**config.mk**
```make
export PLATFORM = sky130hd
export DESIGN_NAME = sync_length_frame_deframer_top
export DESIGN_NICKNAME = d
export VERILOG_FILES = /design/src/rtl/slfd_pkg.sv /design/src/rtl/slfd_front.sv /design/src/rtl/slfd_queue.sv /design/src/rtl/slfd_back.sv /design/src/rtl/sync_length_frame_deframer_top.sv
export SDC_FILE = /design/constraint.sdc
export NUM_CORES = 1
export LEC_CHECK = 0
export ABC_AREA = 1
export BUFFER_PORTS_ARGS = -buffer_cell sky130_fd_sc_hd__buf_2
export CAP_MARGIN = 25
export CORE_MARGIN = 2
export CORE_UTILIZATION = 45
export CTS_CLUSTER_SIZE = 10
export DETAILED_ROUTE_END_ITERATION = 12
export SLEW_MARGIN = 20
export SYNTH_ARGS = -nofsm -noshare
export SYNTH_HDL_FRONTEND = slang
export SYNTH_SLANG_ARGS = --single-unit
```
**constraint.sdc**
```tcl
create_clock -name clk -period 3.4 [get_ports clk]
set_input_delay 0.34 -clock clk [delete_from_list [all_inputs] [get_ports clk]]
set_output_delay 0.34 -clock clk [all_outputs]
set_load 0.02 [all_outputs]
```
**src/rtl/slfd_pkg.sv**
```systemverilog
// Shared types and constants for the sync/length frame deframer.
// No dependencies; imported by every module of the block.
`timescale 1ns / 1ps
`default_nettype none

package slfd_pkg;

	localparam int unsigned QUEUE_DEPTH_DEF = 4;

	localparam logic [7:0] SYNC_VALUE_RST = 8'd22;
	localparam logic [7:0] DATA_CODE_RST  = 8'd2;

	// configuration register indexes
	localparam logic REG_SYNC_VALUE = 1'b0;
	localparam logic REG_DATA_CODE  = 1'b1;

	// one result on its way from the front end to the output stage
	typedef struct packed {
		logic       frame_end;
		logic [7:0] data;       // payload byte, or check byte at a data frame's end
		logic [7:0] index;
		logic [7:0] address;
		logic [7:0] control;
		logic [7:0] number;
		logic [7:0] length;
		logic       is_data;
	} entry_t;

endpackage

`default_nettype wire

```
**src/rtl/slfd_front.sv**
```systemverilog
// Front end: configuration registers and the frame field tracker.
// Pushes one entry per result into the queue. Depends on slfd_pkg.
`timescale 1ns / 1ps
`default_nettype none

module slfd_front (
	input  wire               clk,
	input  wire               arst_n,
	input  wire               cfg_we,
	input  wire               cfg_index,
	input  wire [7:0]         cfg_data,
	input  wire               in_valid,
	output logic              in_stall,
	input  wire [7:0]         rx_byte,
	input  wire               q_full,
	output logic              push,
	output slfd_pkg::entry_t  push_entry
);
	import slfd_pkg::*;

	localparam logic [2:0] POS_HUNT    = 3'd0;
	localparam logic [2:0] POS_ADDR    = 3'd1;
	localparam logic [2:0] POS_CTRL    = 3'd2;
	localparam logic [2:0] POS_NUM     = 3'd3;
	localparam logic [2:0] POS_LEN     = 3'd4;
	localparam logic [2:0] POS_PAYLOAD = 3'd5;
	localparam logic [2:0] POS_CHECK   = 3'd6;

	logic [7:0] sync_value_q;
	logic [7:0] data_code_q;
	logic [2:0] pos_q;
	logic       data_flag_q;
	logic [7:0] address_q;
	logic [7:0] control_q;
	logic [7:0] number_q;
	logic [7:0] length_q;
	logic [7:0] count_q;

	logic       accept;
	logic [7:0] count_inc;

	assign in_stall  = q_full;
	assign accept    = in_valid && !in_stall;
	assign count_inc = count_q + 8'd1;

	always_ff @(posedge clk or negedge arst_n) begin
		if (!arst_n) begin
			sync_value_q <= SYNC_VALUE_RST;
			data_code_q  <= DATA_CODE_RST;
		end else if (cfg_we) begin
			case (cfg_index)
				REG_SYNC_VALUE: sync_value_q <= cfg_data;
				REG_DATA_CODE:  data_code_q  <= cfg_data;
				default: ;
			endcase
		end
	end

	always_ff @(posedge clk or negedge arst_n) begin
		if (!arst_n) begin
			pos_q       <= POS_HUNT;
			data_flag_q <= 1'b0;
			address_q   <= 8'd0;
			control_q   <= 8'd0;
			number_q    <= 8'd0;
			length_q    <= 8'd0;
			count_q     <= 8'd0;
		end else if (accept) begin
			case (pos_q)
				POS_ADDR: begin
					address_q <= rx_byte;
					pos_q     <= POS_CTRL;
				end
				POS_CTRL: begin
					control_q   <= rx_byte;
					data_flag_q <= (rx_byte == data_code_q);
					pos_q       <= POS_NUM;
				end
				POS_NUM: begin
					number_q <= rx_byte;
					pos_q    <= data_flag_q ? POS_LEN : POS_HUNT;
				end
				POS_LEN: begin
					length_q <= rx_byte;
					count_q  <= 8'd0;
					pos_q    <= (rx_byte == 8'd0) ? POS_CHECK : POS_PAYLOAD;
				end
				POS_PAYLOAD: begin
					if (count_inc == length_q) begin
						count_q <= 8'd0;
						pos_q   <= POS_CHECK;
					end else begin
						count_q <= count_inc;
					end
				end
				POS_CHECK: begin
					pos_q <= POS_HUNT;
				end
				default: begin
					// hunt; the unused code falls here too
					if (rx_byte == sync_value_q) begin
						pos_q       <= POS_ADDR;
						data_flag_q <= 1'b0;
						length_q    <= 8'd0;
						count_q     <= 8'd0;
					end else begin
						pos_q <= POS_HUNT;
					end
				end
			endcase
		end
	end

	// result classification; header fields come from the captured registers,
	// except the number byte which is captured in the same cycle
	always_comb begin
		push                 = 1'b0;
		push_entry.frame_end = 1'b0;
		push_entry.data      = 8'd0;
		push_entry.index     = 8'd0;
		push_entry.address   = address_q;
		push_entry.control   = control_q;
		push_entry.number    = number_q;
		push_entry.length    = length_q;
		push_entry.is_data   = data_flag_q;
		case (pos_q)
			POS_NUM: begin
				push                 = accept && !data_flag_q;
				push_entry.frame_end = 1'b1;
				push_entry.number    = rx_byte;
			end
			POS_PAYLOAD: begin
				push             = accept;
				push_entry.data  = rx_byte;
				push_entry.index = count_q;
			end
			POS_CHECK: begin
				push                 = accept;
				push_entry.frame_end = 1'b1;
				push_entry.data      = rx_byte;
			end
			default: ;
		endcase
	end

endmodule

`default_nettype wire

```
**src/rtl/slfd_queue.sv**
```systemverilog
// Short FIFO of result entries between the front end and the output stage.
// Depends on slfd_pkg for the entry type.
`timescale 1ns / 1ps
`default_nettype none

module slfd_queue #(
	parameter int unsigned DEPTH = slfd_pkg::QUEUE_DEPTH_DEF
) (
	input  wire               clk,
	input  wire               arst_n,
	input  wire               push,
	input  slfd_pkg::entry_t  push_entry,
	output logic              full,
	input  wire               pop,
	output logic              not_empty,
	output slfd_pkg::entry_t  pop_entry
);
	import slfd_pkg::*;

	localparam int unsigned PW = (DEPTH > 1) ? $clog2(DEPTH) : 1;
	localparam int unsigned CW = $clog2(DEPTH + 1);
	localparam logic [PW-1:0] PTR_LAST = PW'(DEPTH - 1);
	localparam logic [CW-1:0] CNT_FULL = CW'(DEPTH);

	entry_t        mem_q [DEPTH];
	logic [PW-1:0] wr_ptr_q;
	logic [PW-1:0] rd_ptr_q;
	logic [CW-1:0] count_q;

	assign full      = (count_q == CNT_FULL);
	assign not_empty = (count_q != '0);
	assign pop_entry = mem_q[rd_ptr_q];

	always_ff @(posedge clk) begin
		if (push) begin
			mem_q[wr_ptr_q] <= push_entry;
		end
	end

	always_ff @(posedge clk or negedge arst_n) begin
		if (!arst_n) begin
			wr_ptr_q <= '0;
			rd_ptr_q <= '0;
			count_q  <= '0;
		end else begin
			if (push) begin
				wr_ptr_q <= (wr_ptr_q == PTR_LAST) ? '0 : wr_ptr_q + PW'(1);
			end
			if (pop) begin
				rd_ptr_q <= (rd_ptr_q == PTR_LAST) ? '0 : rd_ptr_q + PW'(1);
			end
			if (push && !pop) begin
				count_q <= count_q + CW'(1);
			end else if (pop && !push) begin
				count_q <= count_q - CW'(1);
			end
		end
	end

	a_no_overflow: assert property (@(posedge clk) disable iff (!arst_n)
		push |-> !full) else $error("push into full queue");

	a_no_underflow: assert property (@(posedge clk) disable iff (!arst_n)
		pop |-> not_empty) else $error("pop from empty queue");

	a_count_range: assert property (@(posedge clk) disable iff (!arst_n)
		count_q <= CNT_FULL) else $error("queue count out of range");

	a_count_up: assert property (@(posedge clk) disable iff (!arst_n)
		push && !pop |=> count_q == $past(count_q) + CW'(1))
		else $error("queue count did not advance on push");

endmodule

`default_nettype wire

```
**src/rtl/slfd_back.sv**
```systemverilog
// Output stage: pops queue entries, formats the result fields, and holds
// them in the output register until taken. Depends on slfd_pkg.
`timescale 1ns / 1ps
`default_nettype none

module slfd_back (
	input  wire               clk,
	input  wire               arst_n,
	input  wire               q_not_empty,
	input  slfd_pkg::entry_t  q_entry,
	output logic              pop,
	output logic              out_valid,
	input  wire               out_stall,
	output logic              frame_end,
	output logic [7:0]        payload_byte,
	output logic [7:0]        payload_index,
	output logic [7:0]        dest_address,
	output logic [7:0]        control_code,
	output logic [7:0]        frame_number,
	output logic [7:0]        payload_length,
	output logic [7:0]        check_byte,
	output logic              is_data_frame
);
	import slfd_pkg::*;

	logic valid_q;
	logic load;

	assign load      = !valid_q || !out_stall;
	assign pop       = q_not_empty && load;
	assign out_valid = valid_q;

	always_ff @(posedge clk or negedge arst_n) begin
		if (!arst_n) begin
			valid_q <= 1'b0;
		end else if (load) begin
			valid_q <= q_not_empty;
		end
	end

	always_ff @(posedge clk) begin
		if (pop) begin
			frame_end      <= q_entry.frame_end;
			payload_byte   <= q_entry.frame_end ? 8'd0 : q_entry.data;
			payload_index  <= q_entry.index;
			dest_address   <= q_entry.address;
			control_code   <= q_entry.control;
			frame_number   <= q_entry.number;
			payload_length <= q_entry.is_data ? q_entry.length : 8'd0;
			check_byte     <= q_entry.frame_end ? q_entry.data : 8'd0;
			is_data_frame  <= q_entry.is_data;
		end
	end

endmodule

`default_nettype wire

```
**src/rtl/sync_length_frame_deframer_top.sv**
```systemverilog
// Sync/length frame deframer: one received byte per cycle in while in_stall
// is low, payload and frame-end items out via the queue and the output register.
// Throughput: 1 item per cycle while out_stall is low; in_stall rises only when
// the result queue (QUEUE_DEPTH entries) is full because the output side is
// stalling. Reset: hunting for sync, header registers cleared, sync_value 22,
// data_control_code 2, queue and output register empty.
`timescale 1ns / 1ps
`default_nettype none

module sync_length_frame_deframer_top #(
	parameter int unsigned QUEUE_DEPTH = slfd_pkg::QUEUE_DEPTH_DEF
) (
	input  wire        clk,
	input  wire        arst_n,
	input  wire        cfg_we,
	input  wire        cfg_index,
	input  wire [7:0]  cfg_data,
	input  wire        in_valid,
	output logic       in_stall,
	input  wire [7:0]  rx_byte,
	output logic       out_valid,
	input  wire        out_stall,
	output logic       frame_end,
	output logic [7:0] payload_byte,
	output logic [7:0] payload_index,
	output logic [7:0] dest_address,
	output logic [7:0] control_code,
	output logic [7:0] frame_number,
	output logic [7:0] payload_length,
	output logic [7:0] check_byte,
	output logic       is_data_frame
);
	import slfd_pkg::*;

	logic   q_full;
	logic   q_not_empty;
	logic   push;
	logic   pop;
	entry_t push_entry;
	entry_t pop_entry;

	slfd_front u_front (
		.clk        (clk),
		.arst_n     (arst_n),
		.cfg_we     (cfg_we),
		.cfg_index  (cfg_index),
		.cfg_data   (cfg_data),
		.in_valid   (in_valid),
		.in_stall   (in_stall),
		.rx_byte    (rx_byte),
		.q_full     (q_full),
		.push       (push),
		.push_entry (push_entry)
	);

	slfd_queue #(
		.DEPTH (QUEUE_DEPTH)
	) u_queue (
		.clk        (clk),
		.arst_n     (arst_n),
		.push       (push),
		.push_entry (push_entry),
		.full       (q_full),
		.pop        (pop),
		.not_empty  (q_not_empty),
		.pop_entry  (pop_entry)
	);

	slfd_back u_back (
		.clk            (clk),
		.arst_n         (arst_n),
		.q_not_empty    (q_not_empty),
		.q_entry        (pop_entry),
		.pop            (pop),
		.out_valid      (out_valid),
		.out_stall      (out_stall),
		.frame_end      (frame_end),
		.payload_byte   (payload_byte),
		.payload_index  (payload_index),
		.dest_address   (dest_address),
		.control_code   (control_code),
		.frame_number   (frame_number),
		.payload_length (payload_length),
		.check_byte     (check_byte),
		.is_data_frame  (is_data_frame)
	);

endmodule

`default_nettype wire
```
==> impl_metrics.tcl <==
set metrics [dict create \
    hold_buffers 1 \
    fill_cells 2493 \
    post-synth-top-area-fraction 0.5983 \
    die_h_um 173.6 \
    r2r-end "u_queue.count_q[2]$_DFFE_PN0P_" \
    routed_wl_um 26880 \
    fin_cells 1551 \
    grt_use_total 0.1807 \
    die_area_sq_um 30150 \
    drc 0 \
    dr_total_vias 8040 \
    mostFrequentLayoutCell "edfxtp_1" \
    syn_area_per_cell_sq_um 12.39 \
    crit_end "u_queue.count_q[2]$_DFFE_PN0P_" \
    r2r_slack_ns 0.72 \
    crit_fanout 18 \
    crit_required_ns 3.80 \
    row_count 62 \
    leakage_nw 5.755 \
    grt_pass1_wl_um 42570 \
    synthesis.nets 1075 \
    ant_nets 0 \
    synth-seq-cells 326 \
    placed_cells 1484 \
    post-cts-setup-buffer-count 0 \
    fin_skew_ns 0.02477 \
    grt_overflow_total 0 \
    critPathLaunchType "flop" \
    finalPower_mw 13.65 \
    cp.arrival_ns 3.09 \
    vdd.ir_drop.worst_v 0.0004176 \
    finalCritPeriodShare 0.7890 \
    areaGrowthSynthToFinish_pct 15.60 \
    power_density_nw_per_um2 911.9 \
    vias_per_cell 5.184 \
    final_hold_viol_count 0 \
    hold_path.class "input port to flop" \
    maxCapViolCount 0 \
    gp_congestion 0.8051 \
    cts_htree_levels 2 \
    root_buffer "clkbuf_16" \
    clkTransAtPathRegs_ns 0.06 \
    fin_crit_ns 2.683 \
    dr.pass1.iters 5 \
    fmax_mhz 372.8 \
    synth_area_leaders "edfxtp_1 (60%), dfrtp_1 (12%), nand2_1 (5.1%), o21ai_0 (4.9%), nor2_1 (4.0%)" \
    worst_pin_slew_ns 0.7476 \
    maxSlewViolCount 0 \
    finalNetCount 1172 \
    cts_resized 0 \
    min_path_cells 3 \
    relSlewSlack 0.5016 \
    r2r_cells 10 \
    r2r-start "u_front.pos_q[2]$_DFFE_PN0P_" \
    antenna_found_initial 0 \
    start_util 0.4536 \
    ys_types 43 \
    ys_warn_count 0 \
    clockBufferDepth 3 \
    final_cell_mix "edfxtp_1 (258), nand2_1 (176), nor2_1 (135)" \
    largest_reg_flops 200 \
    io_pins 82 \
    finalSetupViolCount 0 \
    rsz0062_at_grt "false" \
    drive_gt1_frac 0.1602 \
    yosysTopAreaCell "edfxtp_1" \
    fp.dieW_um 173.6 \
    cts.sinks 326 \
    regMostFlops "u_queue.mem_q" \
    io_buffer_count 81 \
    status "finished clean" \
    synth_cells 1045 \
    coreArea_sq_um 28550 \
    drt_iter0_drc 698 \
    crit_type "flop to flop" \
    diodes 0 \
    end_kind "flop" \
    grt_max_degree 72 \
    numCtsBuffers 39 \
    synthesis.area_sq_um 12950 \
    post_drt_wl_per_cell_um 17.33 \
    grt_pass1_vias 7874 \
    yosysSeqAreaShare 0.7301 \
    worst_skew_pair.late_latency_ns 0.53 \
    dp_hpwl_um 15980 \
    crit_start "u_front.pos_q[2]$_DFFE_PN0P_" \
    tritoncts "built" \
]
-- how the worst min path moves through the flow --
stage | startpoint | endpoint | slack [ns]
6_report | cfg_data[1] | u_front.data_code_q[1]$_DFFE_PN1P_ | 0.05
5_1_grt | cfg_data[3] | u_front.sync_value_q[3]$_DFFE_PN0P_ | 0.09
4_1_cts | cfg_data[1] | u_front.data_code_q[1]$_DFFE_PN1P_ | 0.04
3_5_place_dp | arst_n | u_front.count_q[4]$_DFFE_PN0P_ | 0.36
3_3_place_gp | arst_n | u_front.count_q[4]$_DFFE_PN0P_ | 0.37
2_1_floorplan | arst_n | u_back.out_valid$_DFFE_PN0N_ | 0.04
-- synthesized netlist by cell type (all sizes together) --
| cell type | instances |
|---|---|
| a21oi | 15 |
| a31oi | 1 |
| a32o | 8 |
| a32oi | 1 |
| and2 | 1 |
| buf | 14 |
| clkbuf | 27 |
| dfrtp | 64 |
| dfstp | 4 |
| edfxtp | 258 |
| fa | 1 |
| ha | 7 |
| inv | 74 |
| nand2 | 184 |
| nand3 | 29 |
| nand4 | 9 |
| nor2 | 146 |
| nor3 | 1 |
| o211ai | 1 |
| o21ai | 132 |
| o22ai | 49 |
| o31ai | 2 |
| or2 | 2 |
| xnor2 | 13 |
| xor2 | 2 |
-- layer usage --
| metal | vias up | share of wire | GRT usage |
|---|---|---|---|
| met1 | 3915 | 0.45 | 0.2442 |
| li1 | 3859 | - | - |
| met4 | 0 | 0.021 | 0.05287 |
| met2 | 218 | 0.48 | 0.3040 |
| met3 | 48 | 0.052 | 0.03004 |
| met5 | - | 0 | 0 |
-- through the flow --
step	worst slack (ns)	hold slack [ns]	setup TNS (ns)	util	instance area (sq um)
final	0.7174	0.05211	0	0.5243	14970
after detailed placement	0.7451	0.3594	0	0.4844	13830
after global placement	0.7934	0.3718	0	0.4844	13830
after floorplan	-0.3461	0.04441	-69.21	-	12950
after CTS	0.7267	0.04135	0	0.5243	14970
after global routing	0.4946	0.09050	0	0.5243	14970
-- worst max-delay path, cell delays in order, from the launching register on --
cell     delay [ns]
dfrtp_1        0.43
nor2_2         0.15
nand2_1        0.30
or2_1          0.36
a21oi_4        0.23
ha_1           0.18
inv_1          0.07
fa_1           0.43
a21oi_1        0.15
o21ai_0        0.12
xnor2_1        0.14
-- area by class of cell --
type | instances | area [sq um] | area share
inverters | 74 | 280.3 | 0.01872
repair buffers | 97 | 578.1 | 0.03862
multi-input cells | 604 | 3044 | 0.2034
well taps | 384 | 480.5 | 0.03210
clock inverters | 6 | 65.06 | 0.004347
flip-flops and latches | 326 | 9455 | 0.6317
clock buffers | 60 | 1065 | 0.07114
-- logic make-up (layout without fill, tap and decap cells) --
kind of cell,count (synthesis),after routing,synth area share
compound gates,209,209,0.09325
xor+xnor,15,15,0.01015
buf+inv,115,237,0.03710
flops,326,326,0.7301
fa+ha+maj,8,8,0.008310
simple gates,372,372,0.1211
-- power by group --
part / total [mW] / switching [mW] / internal [mW]
combinational: 3.87 / 2.73 / 1.14
clock: 3.68 / 1.52 / 2.16
sequential: 6.10 / 0.449 / 5.65
(Power assumes the default switching activity.)
